**src/hw/rtl/pdat_pkg.sv**
```systemverilog
// shared types and constants of the peer discovery aging table
package pdat_pkg;

    localparam int unsigned TableEntries = 16;
    localparam int unsigned TimeBits     = 32;
    localparam int unsigned EntryBits    = 48 + 32 + 16 + 16 + 8;

    // command codes
    localparam logic [1:0] CMD_HELLO  = 2'd0;
    localparam logic [1:0] CMD_TICK   = 2'd1;
    localparam logic [1:0] CMD_LOOKUP = 2'd2;
    localparam logic [1:0] CMD_BEST   = 2'd3;

    // result event codes
    localparam logic [2:0] EV_UP       = 3'd0;
    localparam logic [2:0] EV_FORWARD  = 3'd1;
    localparam logic [2:0] EV_DOWN     = 3'd2;
    localparam logic [2:0] EV_FULL     = 3'd3;
    localparam logic [2:0] EV_BEACON   = 3'd4;
    localparam logic [2:0] EV_FOUND    = 3'd5;
    localparam logic [2:0] EV_NOTFOUND = 3'd6;

    // configuration register indexes
    localparam logic [2:0] REG_SYNC    = 3'd0;
    localparam logic [2:0] REG_OWN_IP  = 3'd1;
    localparam logic [2:0] REG_MASK    = 3'd2;
    localparam logic [2:0] REG_CINST   = 3'd3;
    localparam logic [2:0] REG_CTYPE   = 3'd4;
    localparam logic [2:0] REG_CMODE   = 3'd5;
    localparam logic [2:0] REG_LIFE    = 3'd6;
    localparam logic [2:0] REG_BEACON  = 3'd7;

    // one stored peer
    typedef struct packed {
        logic [47:0] uid;
        logic [31:0] ip;
        logic [15:0] inst;
        logic [15:0] ptype;
        logic [7:0]  pri;
    } t_entry;

    // configuration seen by the sequencer
    typedef struct packed {
        logic [31:0] sync_pattern;
        logic [31:0] own_ip;
        logic [31:0] subnet_mask;
        logic [15:0] control_instance;
        logic [15:0] control_type;
        logic        control_mode;
        logic [15:0] lifetime_ticks;
        logic [15:0] beacon_ticks;
    } t_cfg;

endpackage

```
**src/hw/rtl/pdat_ram.sv**
```systemverilog
// generic ram with one write port and one registered read port
module pdat_ram #(
    parameter int unsigned WIDTH = 8,
    parameter int unsigned DEPTH = 16
) (
    input  logic                     i_clk,
    input  logic                     i_we,
    input  logic [$clog2(DEPTH)-1:0] i_waddr,
    input  logic [WIDTH-1:0]         i_wdata,
    input  logic [$clog2(DEPTH)-1:0] i_raddr,
    output logic [WIDTH-1:0]         o_rdata
);

    logic [WIDTH-1:0] r_mem [DEPTH];
    logic [WIDTH-1:0] r_rdata;

    // write port and registered read port
    always_ff @(posedge i_clk) begin
        if (i_we) begin
            r_mem[i_waddr] <= i_wdata;
        end
        r_rdata <= r_mem[i_raddr];
    end

    assign o_rdata = r_rdata;

endmodule

```
**src/hw/rtl/pdat_cfg.sv**
```systemverilog
// apb configuration registers
module pdat_cfg
    import pdat_pkg::*;
(
    input  logic        i_clk,
    input  logic        i_rst_n,
    input  logic        psel,
    input  logic        penable,
    input  logic        pwrite,
    input  logic [4:0]  paddr,
    input  logic [31:0] pwdata,
    output logic [31:0] prdata,
    output logic        pready,
    output t_cfg        o_cfg
);

    t_cfg       r_cfg;
    logic [2:0] w_idx;
    logic       w_wr;

    assign w_idx  = paddr[4:2];
    assign w_wr   = psel && penable && pwrite;
    assign pready = 1'b1;
    assign o_cfg  = r_cfg;

    // register writes
    always_ff @(posedge i_clk) begin
        if (!i_rst_n) begin
            r_cfg.sync_pattern     <= '0;
            r_cfg.own_ip           <= '0;
            r_cfg.subnet_mask      <= 32'hFFFF_FF00;
            r_cfg.control_instance <= '0;
            r_cfg.control_type     <= '0;
            r_cfg.control_mode     <= 1'b0;
            r_cfg.lifetime_ticks   <= 16'd100;
            r_cfg.beacon_ticks     <= 16'd10;
        end else if (w_wr) begin
            case (w_idx)
                REG_SYNC:   r_cfg.sync_pattern     <= pwdata;
                REG_OWN_IP: r_cfg.own_ip           <= pwdata;
                REG_MASK:   r_cfg.subnet_mask      <= pwdata;
                REG_CINST:  r_cfg.control_instance <= pwdata[15:0];
                REG_CTYPE:  r_cfg.control_type     <= pwdata[15:0];
                REG_CMODE:  r_cfg.control_mode     <= pwdata[0];
                REG_LIFE:   r_cfg.lifetime_ticks   <= pwdata[15:0];
                REG_BEACON: r_cfg.beacon_ticks     <= pwdata[15:0];
                default:    r_cfg.sync_pattern     <= r_cfg.sync_pattern;
            endcase
        end
    end

    // read mux
    always_comb begin
        case (w_idx)
            REG_SYNC:   prdata = r_cfg.sync_pattern;
            REG_OWN_IP: prdata = r_cfg.own_ip;
            REG_MASK:   prdata = r_cfg.subnet_mask;
            REG_CINST:  prdata = {16'd0, r_cfg.control_instance};
            REG_CTYPE:  prdata = {16'd0, r_cfg.control_type};
            REG_CMODE:  prdata = {31'd0, r_cfg.control_mode};
            REG_LIFE:   prdata = {16'd0, r_cfg.lifetime_ticks};
            REG_BEACON: prdata = {16'd0, r_cfg.beacon_ticks};
            default:    prdata = '0;
        endcase
    end

endmodule

```
**src/hw/rtl/pdat_seq.sv**
```systemverilog
// scan sequencer with one shared compare unit over the entry memories
module pdat_seq
    import pdat_pkg::*;
#(
    parameter int unsigned TABLE_ENTRIES = TableEntries,
    parameter int unsigned TIME_BITS     = TimeBits
) (
    input  logic        i_clk,
    input  logic        i_rst_n,
    input  t_cfg        i_cfg,
    input  logic        i_start,
    input  logic [1:0]  i_cmd,
    input  logic [31:0] i_sync_word,
    input  logic [31:0] i_src_ip,
    input  logic [47:0] i_peer_uid,
    input  logic [15:0] i_peer_instance,
    input  logic [15:0] i_peer_type,
    input  logic [7:0]  i_peer_priority,
    output logic        o_busy,
    output logic        o_valid,
    output logic [2:0]  o_event_res,
    output logic [3:0]  o_slot,
    output logic [47:0] o_out_uid,
    output logic [31:0] o_out_ip,
    output logic [15:0] o_out_instance,
    output logic [15:0] o_out_type,
    output logic [7:0]  o_out_priority,
    output logic        o_final_res
);

    localparam int unsigned IdxBits = (TABLE_ENTRIES > 1) ? $clog2(TABLE_ENTRIES) : 1;
    localparam int unsigned CntBits = $clog2(TABLE_ENTRIES + 1);
    localparam logic [CntBits-1:0] LastCnt = CntBits'(TABLE_ENTRIES);

    typedef enum logic [2:0] {
        S_IDLE, S_READ, S_CHECK, S_WRITE, S_DONE
    } t_state;

    t_state               r_state;
    logic [1:0]           r_cmd;
    t_entry               r_key;
    logic [CntBits-1:0]   r_idx;
    logic [TABLE_ENTRIES-1:0] r_used;
    logic [TIME_BITS-1:0] r_now;
    logic [TIME_BITS-1:0] r_beacon;
    logic                 r_hit;
    logic [IdxBits-1:0]   r_hit_idx;
    logic                 r_free_ok;
    logic [IdxBits-1:0]   r_free_idx;
    logic [7:0]           r_best_pri;
    logic                 r_pend;
    t_entry               r_pend_e;
    logic [2:0]           r_pend_ev;
    logic [3:0]           r_pend_slot;
    logic                 r_valid;
    logic [2:0]           r_ev;
    logic [3:0]           r_slot;
    t_entry               r_out;
    logic                 r_final;

    logic                 w_we;
    logic [IdxBits-1:0]   w_waddr;
    t_entry               w_wdata;
    logic [IdxBits-1:0]   w_raddr;
    logic [IdxBits-1:0]   w_cur;
    t_entry               w_rd;
    logic [TIME_BITS-1:0] w_rd_stamp;
    logic [TIME_BITS-1:0] w_age;
    logic                 w_uid_eq;
    logic                 w_pass;

    assign w_cur = r_idx[IdxBits-1:0];

    // entry and stamp memories
    pdat_ram #(.WIDTH(EntryBits), .DEPTH(TABLE_ENTRIES)) u_entry_ram (
        .i_clk  (i_clk),
        .i_we   (w_we),
        .i_waddr(w_waddr),
        .i_wdata(w_wdata),
        .i_raddr(w_raddr),
        .o_rdata(w_rd)
    );

    pdat_ram #(.WIDTH(TIME_BITS), .DEPTH(TABLE_ENTRIES)) u_stamp_ram (
        .i_clk  (i_clk),
        .i_we   (w_we),
        .i_waddr(w_waddr),
        .i_wdata(r_now),
        .i_raddr(w_raddr),
        .o_rdata(w_rd_stamp)
    );

    // shared compare unit: uid match and age of the scanned entry
    assign w_uid_eq = (w_rd.uid == r_key.uid);
    assign w_age    = r_now - w_rd_stamp;
    assign w_raddr  = w_cur;
    assign w_wdata  = r_key;
    // a full table with no uid match writes nothing
    assign w_we     = (r_state == S_WRITE) && (r_hit || r_free_ok);
    assign w_waddr  = r_hit ? r_hit_idx : r_free_idx;

    assign w_pass = (i_sync_word == i_cfg.sync_pattern) &&
                    ((i_src_ip & i_cfg.subnet_mask) == (i_cfg.own_ip & i_cfg.subnet_mask));

    // sequencer, table state and result register
    always_ff @(posedge i_clk) begin
        if (!i_rst_n) begin
            r_state  <= S_IDLE;
            r_used   <= '0;
            r_now    <= '0;
            r_beacon <= '0;
            r_valid  <= 1'b0;
            r_pend   <= 1'b0;
        end else begin
            r_valid <= 1'b0;
            case (r_state)
                S_IDLE: begin
                    if (i_start) begin
                        r_cmd        <= i_cmd;
                        r_key.uid    <= i_peer_uid;
                        r_key.ip     <= i_src_ip;
                        r_key.inst   <= i_peer_instance;
                        r_key.ptype  <= i_peer_type;
                        r_key.pri    <= i_peer_priority;
                        r_idx        <= '0;
                        r_hit        <= 1'b0;
                        r_hit_idx    <= '0;
                        r_free_ok    <= 1'b0;
                        r_free_idx   <= '0;
                        r_best_pri   <= '0;
                        r_pend       <= 1'b0;
                        r_state      <= S_READ;
                        if (i_cmd == CMD_HELLO) begin
                            if (!w_pass) begin
                                r_state <= S_IDLE;
                            end else if (i_peer_instance != i_cfg.control_instance) begin
                                r_state <= S_IDLE;
                                if (i_cfg.control_mode) begin
                                    r_valid     <= 1'b1;
                                    r_ev        <= EV_FORWARD;
                                    r_slot      <= '0;
                                    r_out.uid   <= i_peer_uid;
                                    r_out.ip    <= i_src_ip;
                                    r_out.inst  <= i_peer_instance;
                                    r_out.ptype <= i_peer_type;
                                    r_out.pri   <= i_peer_priority;
                                    r_final     <= 1'b1;
                                end
                            end
                        end else if (i_cmd == CMD_TICK) begin
                            r_now <= r_now + 1'b1;
                            if (i_cfg.control_mode &&
                                ((r_now + 1'b1 - r_beacon) >=
                                 TIME_BITS'(i_cfg.beacon_ticks))) begin
                                r_beacon    <= r_now + 1'b1;
                                r_pend      <= 1'b1;
                                r_pend_ev   <= EV_BEACON;
                                r_pend_slot <= '0;
                                r_pend_e    <= '0;
                            end
                        end
                    end
                end
                S_READ: begin
                    r_state <= S_CHECK;
                end
                S_CHECK: begin
                    r_state <= S_READ;
                    r_idx   <= r_idx + 1'b1;
                    case (r_cmd)
                        CMD_HELLO: begin
                            if (!r_used[w_cur]) begin
                                if (!r_free_ok) begin
                                    r_free_ok  <= 1'b1;
                                    r_free_idx <= w_cur;
                                end
                            end else if (w_uid_eq) begin
                                r_hit     <= 1'b1;
                                r_hit_idx <= w_cur;
                                r_state   <= S_WRITE;
                            end
                        end
                        CMD_TICK: begin
                            if (r_used[w_cur] &&
                                w_age >= TIME_BITS'(i_cfg.lifetime_ticks)) begin
                                r_used[w_cur] <= 1'b0;
                                // emit previous pending result, hold this one
                                if (r_pend) begin
                                    r_valid <= 1'b1;
                                    r_ev    <= r_pend_ev;
                                    r_slot  <= r_pend_slot;
                                    r_out   <= r_pend_e;
                                    r_final <= 1'b0;
                                end
                                r_pend      <= 1'b1;
                                r_pend_ev   <= EV_DOWN;
                                r_pend_slot <= 4'(w_cur);
                                r_pend_e    <= w_rd;
                            end
                        end
                        CMD_LOOKUP: begin
                            if (r_used[w_cur] && w_uid_eq && !r_hit) begin
                                r_hit     <= 1'b1;
                                r_hit_idx <= w_cur;
                                r_pend_e  <= w_rd;
                            end
                        end
                        default: begin
                            if (r_used[w_cur] && w_rd.ptype == i_cfg.control_type &&
                                (!r_hit || w_rd.pri > r_best_pri)) begin
                                r_hit      <= 1'b1;
                                r_hit_idx  <= w_cur;
                                r_best_pri <= w_rd.pri;
                                r_pend_e   <= w_rd;
                            end
                        end
                    endcase
                    if (r_idx + 1'b1 == LastCnt && !(r_cmd == CMD_HELLO && r_used[w_cur]
                        && w_uid_eq)) begin
                        r_state <= (r_cmd == CMD_HELLO) ? S_WRITE : S_DONE;
                    end
                end
                S_WRITE: begin
                    r_state <= S_IDLE;
                    if (!r_hit) begin
                        r_valid <= 1'b1;
                        r_final <= 1'b1;
                        if (r_free_ok) begin
                            r_used[r_free_idx] <= 1'b1;
                            r_ev    <= EV_UP;
                            r_slot  <= 4'(r_free_idx);
                            r_out   <= r_key;
                        end else begin
                            r_ev    <= EV_FULL;
                            r_slot  <= '0;
                            r_out   <= '0;
                        end
                    end
                end
                S_DONE: begin
                    r_state <= S_IDLE;
                    r_final <= 1'b1;
                    if (r_cmd == CMD_TICK) begin
                        r_valid <= r_pend;
                        r_ev    <= r_pend_ev;
                        r_slot  <= r_pend_slot;
                        r_out   <= r_pend_e;
                    end else begin
                        r_valid <= 1'b1;
                        r_ev    <= r_hit ? EV_FOUND : EV_NOTFOUND;
                        r_slot  <= r_hit ? 4'(r_hit_idx) : 4'd0;
                        r_out   <= r_hit ? r_pend_e : '0;
                    end
                    r_pend <= 1'b0;
                end
                default: r_state <= S_IDLE;
            endcase
        end
    end

    assign o_busy         = (r_state != S_IDLE);
    assign o_valid        = r_valid;
    assign o_event_res    = r_ev;
    assign o_slot         = r_slot;
    assign o_out_uid      = r_out.uid;
    assign o_out_ip       = r_out.ip;
    assign o_out_instance = r_out.inst;
    assign o_out_type     = r_out.ptype;
    assign o_out_priority = r_out.pri;
    assign o_final_res    = r_final;

    // a write only happens after a scan step
    a_write_after_check: assert property (@(posedge i_clk) disable iff (!i_rst_n)
        (r_state == S_WRITE) |-> ($past(r_state) == S_CHECK))
        else $error("write state entered without a check");

    // a memory read is always followed by its check
    a_busy_no_start: assert property (@(posedge i_clk) disable iff (!i_rst_n)
        (r_state == S_READ) |=> (r_state == S_CHECK))
        else $error("memory read not followed by check");

    // time counter only moves on a tick
    a_now_tick: assert property (@(posedge i_clk) disable iff (!i_rst_n)
        (r_now != $past(r_now)) |-> ($past(r_state) == S_IDLE && $past(i_start)
        && $past(i_cmd) == CMD_TICK))
        else $error("time counter moved without tick");

endmodule

```
**src/hw/rtl/peer_discovery_aging_table.sv**
```systemverilog
// top level of the peer discovery aging table
//
// channel   direction  handshake             payload
// command   in         i_start & !o_busy     i_cmd, i_sync_word .. i_peer_priority
// result    out        o_valid (one cycle)   o_event_res .. o_final_res
// config    in         apb psel/penable      paddr, pwdata, prdata
//
// a hello, tick or query scans the entries through one shared compare unit,
// a read state then a check state per entry on the registered memory read;
// a hello stops at a uid match; a dropped or forwarded hello stays idle
// synchronous active-low reset empties the table and clears the time counter
// results cannot be stalled; each is shown for exactly one cycle
module peer_discovery_aging_table
    import pdat_pkg::*;
#(
    parameter int unsigned TABLE_ENTRIES = TableEntries,
    parameter int unsigned TIME_BITS     = TimeBits
) (
    input  logic        i_clk,
    input  logic        i_rst_n,
    input  logic        i_start,
    output logic        o_busy,
    input  logic [1:0]  i_cmd,
    input  logic [31:0] i_sync_word,
    input  logic [31:0] i_src_ip,
    input  logic [47:0] i_peer_uid,
    input  logic [15:0] i_peer_instance,
    input  logic [15:0] i_peer_type,
    input  logic [7:0]  i_peer_priority,
    output logic        o_valid,
    output logic [2:0]  o_event_res,
    output logic [3:0]  o_slot,
    output logic [47:0] o_out_uid,
    output logic [31:0] o_out_ip,
    output logic [15:0] o_out_instance,
    output logic [15:0] o_out_type,
    output logic [7:0]  o_out_priority,
    output logic        o_final_res,
    input  logic        psel,
    input  logic        penable,
    input  logic        pwrite,
    input  logic [4:0]  paddr,
    input  logic [31:0] pwdata,
    output logic [31:0] prdata,
    output logic        pready
);

    t_cfg w_cfg;

    // configuration registers
    pdat_cfg u_cfg (
        .i_clk  (i_clk),
        .i_rst_n(i_rst_n),
        .psel   (psel),
        .penable(penable),
        .pwrite (pwrite),
        .paddr  (paddr),
        .pwdata (pwdata),
        .prdata (prdata),
        .pready (pready),
        .o_cfg  (w_cfg)
    );

    // scan sequencer
    pdat_seq #(.TABLE_ENTRIES(TABLE_ENTRIES), .TIME_BITS(TIME_BITS)) u_seq (
        .i_clk          (i_clk),
        .i_rst_n        (i_rst_n),
        .i_cfg          (w_cfg),
        .i_start        (i_start),
        .i_cmd          (i_cmd),
        .i_sync_word    (i_sync_word),
        .i_src_ip       (i_src_ip),
        .i_peer_uid     (i_peer_uid),
        .i_peer_instance(i_peer_instance),
        .i_peer_type    (i_peer_type),
        .i_peer_priority(i_peer_priority),
        .o_busy         (o_busy),
        .o_valid        (o_valid),
        .o_event_res    (o_event_res),
        .o_slot         (o_slot),
        .o_out_uid      (o_out_uid),
        .o_out_ip       (o_out_ip),
        .o_out_instance (o_out_instance),
        .o_out_type     (o_out_type),
        .o_out_priority (o_out_priority),
        .o_final_res    (o_final_res)
    );

endmodule
```
**config.mk**
```make
export PLATFORM = sky130hd
export DESIGN_NAME = peer_discovery_aging_table
export DESIGN_NICKNAME = d
export VERILOG_FILES = /design/src/hw/rtl/pdat_pkg.sv /design/src/hw/rtl/pdat_ram.sv /design/src/hw/rtl/pdat_cfg.sv /design/src/hw/rtl/pdat_seq.sv /design/src/hw/rtl/peer_discovery_aging_table.sv
export SDC_FILE = /design/constraint.sdc
export NUM_CORES = 2
export LEC_CHECK = 0
export ABC_AREA = 1
export BUFFER_PORTS_ARGS = -buffer_cell sky130_fd_sc_hd__buf_2
export CELL_PAD_IN_SITES_DETAIL_PLACEMENT = 2
export CELL_PAD_IN_SITES_GLOBAL_PLACEMENT = 2
export CORE_UTILIZATION = 30
export DETAILED_ROUTE_END_ITERATION = 16
export PLACE_DENSITY_LB_ADDON = 0.15
export SETUP_SLACK_MARGIN = 0.5
export SYNTH_ARGS = -nofsm -noshare
export SYNTH_HDL_FRONTEND = slang
export SYNTH_SLANG_ARGS = --single-unit
```
**constraint.sdc**
```tcl
create_clock -name i_clk -period 23.1 [get_ports i_clk]
set_input_delay 1.155 -clock i_clk [delete_from_list [all_inputs] [get_ports i_clk]]
set_output_delay 1.155 -clock i_clk [all_outputs]
set_load 0.03 [all_outputs]
```
==> flow_summary_export.csv <==
group,metric,value,unit
finish,stdcell_area,0.151,sq mm
floorplan,die_height,662,um
sta,fmaxAchievable,0.121,GHz
clocking,post-cts-setup-buffers,0,
clocking,clk_latency,970,ps
setup_path,crit_path_start_kind,"register",
sta,grt_setup_unrepaired,"false",
power,power_frac_seq,48.5,%
logic_synthesis,ys.flop_type,"edfxtp_1",
global_route,antenna_found_initial,33,
logic_synthesis,synth_area,0.131,sq mm
logic_synthesis,yosysSeqAreaShare,71.2,%
drt,viasPerCell,5.22,
clocking,numCtsBuffers,377,
clocking,cts_resized,0,
setup_path,cp-endpoint,"u_seq.r_pend_e[83]",
sta,slew_headroom,14.6,%
logic_synthesis,synth_area_leaders,"edfxtp_1, dfxtp_1, o21ai_0, nor2_1, nand2_1",
logic_synthesis,synth.avg_cell_area,11.7,sq um
drt,drc,0,
logic_synthesis,yosysTopAreaCellShare,65.1,%
finish,layout-drive-gt1-share,9.77,%
floorplan,die_w,662,um
finish,fin_nets,11800,
sta,worst_slack,14840,ps
logic_synthesis,yosysMostFrequentCell,"edfxtp_1",
place,dp_worst_setup_slack,14640,ps
global_route,track_usage,21.9,%
power,p_leak,0.0531,uW
sta,min_period_over_period,35.8,%
sta,fin_skew,74.9,ps
floorplan,coreArea,0.432,sq mm
setup_path,ff2ff_path_depth,29,
sta,final.min_clock_period,8260,ps
place,gp_congestion,0.795,
hold_path,hold_class,"input port to register",
setup_path,crit_fanout,36,
sta,finalSetupTns,0,ps
setup_path,ff2ff_setup_slack,14840,ps
clocking,cts_tree,"built",
logic_synthesis,synthArstFlopShare,0,%
logic_synthesis,postSynthCellCount,11200,
clocking,clk_path_buf_depth,4,
power,p_sw_share,24.5,%
global_route,grt_pass1_wl,703000,um
floorplan,dieArea,0.438,sq mm
logic_synthesis,yosys_warnings,0,
global_route,grt_overflow_total,0,
drt,via_count,91300,
logic_synthesis,synth_commonest_cells,"edfxtp_1, nor2_1, o21ai_0",
power,pwr_density_cell,89.0,mW/mm^2
place,place_area,0.139,sq mm
setup_path,r2r_start,"u_seq.r_now[1]",
place,dp_hpwl,280000,um
power,power_switching,3300,uW
sta,finalSetupViolCount,0,
clocking,clk_pin_slew_worst_paths,60,ps
setup_path,cp-end-kind,"register",
clocking,cts-root-buf,"clkbuf_16",
drt,postRouteAntennaNets,0,
clocking,clock_sinks,3229,
setup_path,crit_top_cell,"nand2_1",
setup_path,crit_path_start,"u_seq.r_now[1]",
power,vdd_drop_max,0.0000605,V
floorplan,io_pins,360,
setup_path,crit_slowest_cell,"dfxtp_1",
logic_synthesis,synth_cell_types,55,
drt,drt_iter0_drc,5895,
clocking,hold_buffers,0,
logic_synthesis,yosysTopAreaCell,"edfxtp_1",
run,drv_cap,0,
drt,wl_per_cell,28.0,um
finish,multiInputGateArea,0.0326,sq mm
setup_path,cp_slowest_stage_delay,860,ps
sta,report.final.slew_viol_count,0,
power,p_comb_share,6.9,%
logic_synthesis,synth_edf_count,2831,
logic_synthesis,ys_ff_latch,3229,
power,clkPwrFrac,44.5,%
sta,worst_pin_slew,1280,ps
sta,hold_viol_final,0,
global_route,grt_pass1_vias,99700,
finish,stdcell_count,17500,
place,io_buffer_count,356,
drt,routed_wl,491000,um
drt,first_pass_iters,5,
finish,fill_cells,44900,
floorplan,num_rows,241,
setup_path,worst_ep_required_time,23630,ps
clocking,h-tree-depth,5,
finish,synthToLayoutAreaGrowth,15.8,%
setup_path,crit_type,"register to register",
floorplan,start_util,30.2,%
finish,seq_area,0.0930,sq mm
global_route,grt_max_degree,204,
setup_path,cp_data_arrival_time,8790,ps
power,p_int,10200,uW
logic_synthesis,synth_nets,11500,
outcome,status,"complete, no violations",
setup_path,r2r_end,"u_seq.r_pend_e[83]",
place,placed_cells,16800,
-- worst max-delay path, delay by kind of cell (launching register included) --
kind,cells,cell delay (ps)
and+or+nand+nor,21,3730
xor gates and xnor gates,1,470
DFF,1,860
adders and majority gates,2,730
AOI/OAI and AO/OA,1,240
buffers and inverters,4,1690
-- stage by stage --
stage | total power, uW | util (%) | hold WS, ps
finish | 13500 | 35.0 | 382
global route | 13900 | 35.0 | 330
CTS | 13600 | 35.0 | 291
detailed placement | 7590 | 32.1 | 479
global placement | 7560 | 32.1 | 460
floorplan | 7160 | - | 445
-- cell usage in the layout, fill, tap and decap left out, types with 12 or more instances in the layout --
master / count
nor2_4: 26
o22ai_1: 630
o21ai_0: 1467
a31oi_1: 12
a21oi_1: 227
clkbuf_8: 44
dfxtp_1: 398
clkinv_1: 49
o211ai_1: 151
diode_2: 13
nand4_1: 205
nor4_1: 18
xor2_1: 89
clkbuf_1: 116
clkbuf_16: 382
o21a_1: 123
or2_2: 14
xnor2_1: 54
buf_4: 146
bufinv_16: 25
nor2_1: 1765
clkinv_2: 60
a221oi_1: 16
inv_1: 733
edfxtp_1: 2831
buf_2: 355
nand2_1: 1437
ha_1: 108
nand3_1: 112
nor3_1: 39
buf_12: 18
-- metal layers --
metal	part of all wire [%]	vias up	routed length, um	global-route usage, %
met2	49	1757	239000	37.8
met4	2.2	6	10900	5.05
met1	45	48600	223000	29.6
li1	-	40400	-	-
met3	3.7	593	18300	2.29
met5	0.0057	-	28	0
-- worst min-delay path by stage --
stage          slack (ps)  cells past startpoint       startpoint                to
2_1_floorplan         440                      2  u_cfg.o_cfg[77]   u_cfg.o_cfg[77]
3_3_place_gp          460                      2  u_cfg.o_cfg[93]   u_cfg.o_cfg[93]
3_5_place_dp          480                      2  u_cfg.o_cfg[96]   u_cfg.o_cfg[96]
4_1_cts               290                      1   i_peer_uid[29]  u_seq.r_key[101]
5_1_grt               330                      1   i_peer_uid[29]  u_seq.r_key[101]
6_report              380                      1   i_peer_uid[29]  u_seq.r_key[101]
-- flip-flops by register name (all words and copies together), names as in the netlist, 5 cells and up --
register and flops:
u_seq.r_pend_e 120, u_seq.o_out_type 16, u_seq.o_out_uid 48, u_seq.r_now 32, u_seq.o_out_priority 8, u_seq.u_stamp_ram.o_rdata 32, u_seq.o_out_instance 16, u_seq.u_entry_ram.r_mem 1920
u_seq.o_out_ip 32, u_seq.u_entry_ram.o_rdata 120, u_cfg.o_cfg 161, u_seq.r_key 120, u_seq.r_idx 5, u_seq.r_beacon 32, u_seq.r_best_pri 8, u_seq.r_used 16
u_seq.u_stamp_ram.r_mem 512
-- power by group through the flow --
stage	clock [uW]	combinational, uW	sequential [uW]
2_1_floorplan	0	555	6600
3_3_place_gp	0	918	6640
3_5_place_dp	0	942	6650
4_1_cts	6130	950	6530
5_1_grt	6340	1030	6540
6_report	5990	933	6530
-- final cells by class --
| class | count | share of cell area [%] |
|---|---|---|
| well taps | 5710 | 4.72 |
| diodes | 13 | 0.0215 |
| inverters | 751 | 1.89 |
| flip-flops and latches | 3229 | 61.5 |
| clock inverters | 165 | 1.18 |
| repair buffers | 520 | 2.14 |
| multi-input cells | 6583 | 21.6 |
| clock buffers | 542 | 7.01 |
-- cells by family (layout without fill, tap and decap cells) --
family,after synthesis,after routing,share of synthesized area (%)
flip-flops,3229,3229,71.2
adder cells (fa/ha/maj),110,110,1.07
AO/OA/AOI/OAI,2666,2666,11.5
other,1,14,0.00287
AND/OR/NAND/NOR,3663,3663,11.3
buffers and inverters,1380,1978,4.03
XOR/XNOR,143,143,0.959
No activity file was read; power rests on OpenSTA's default activity.
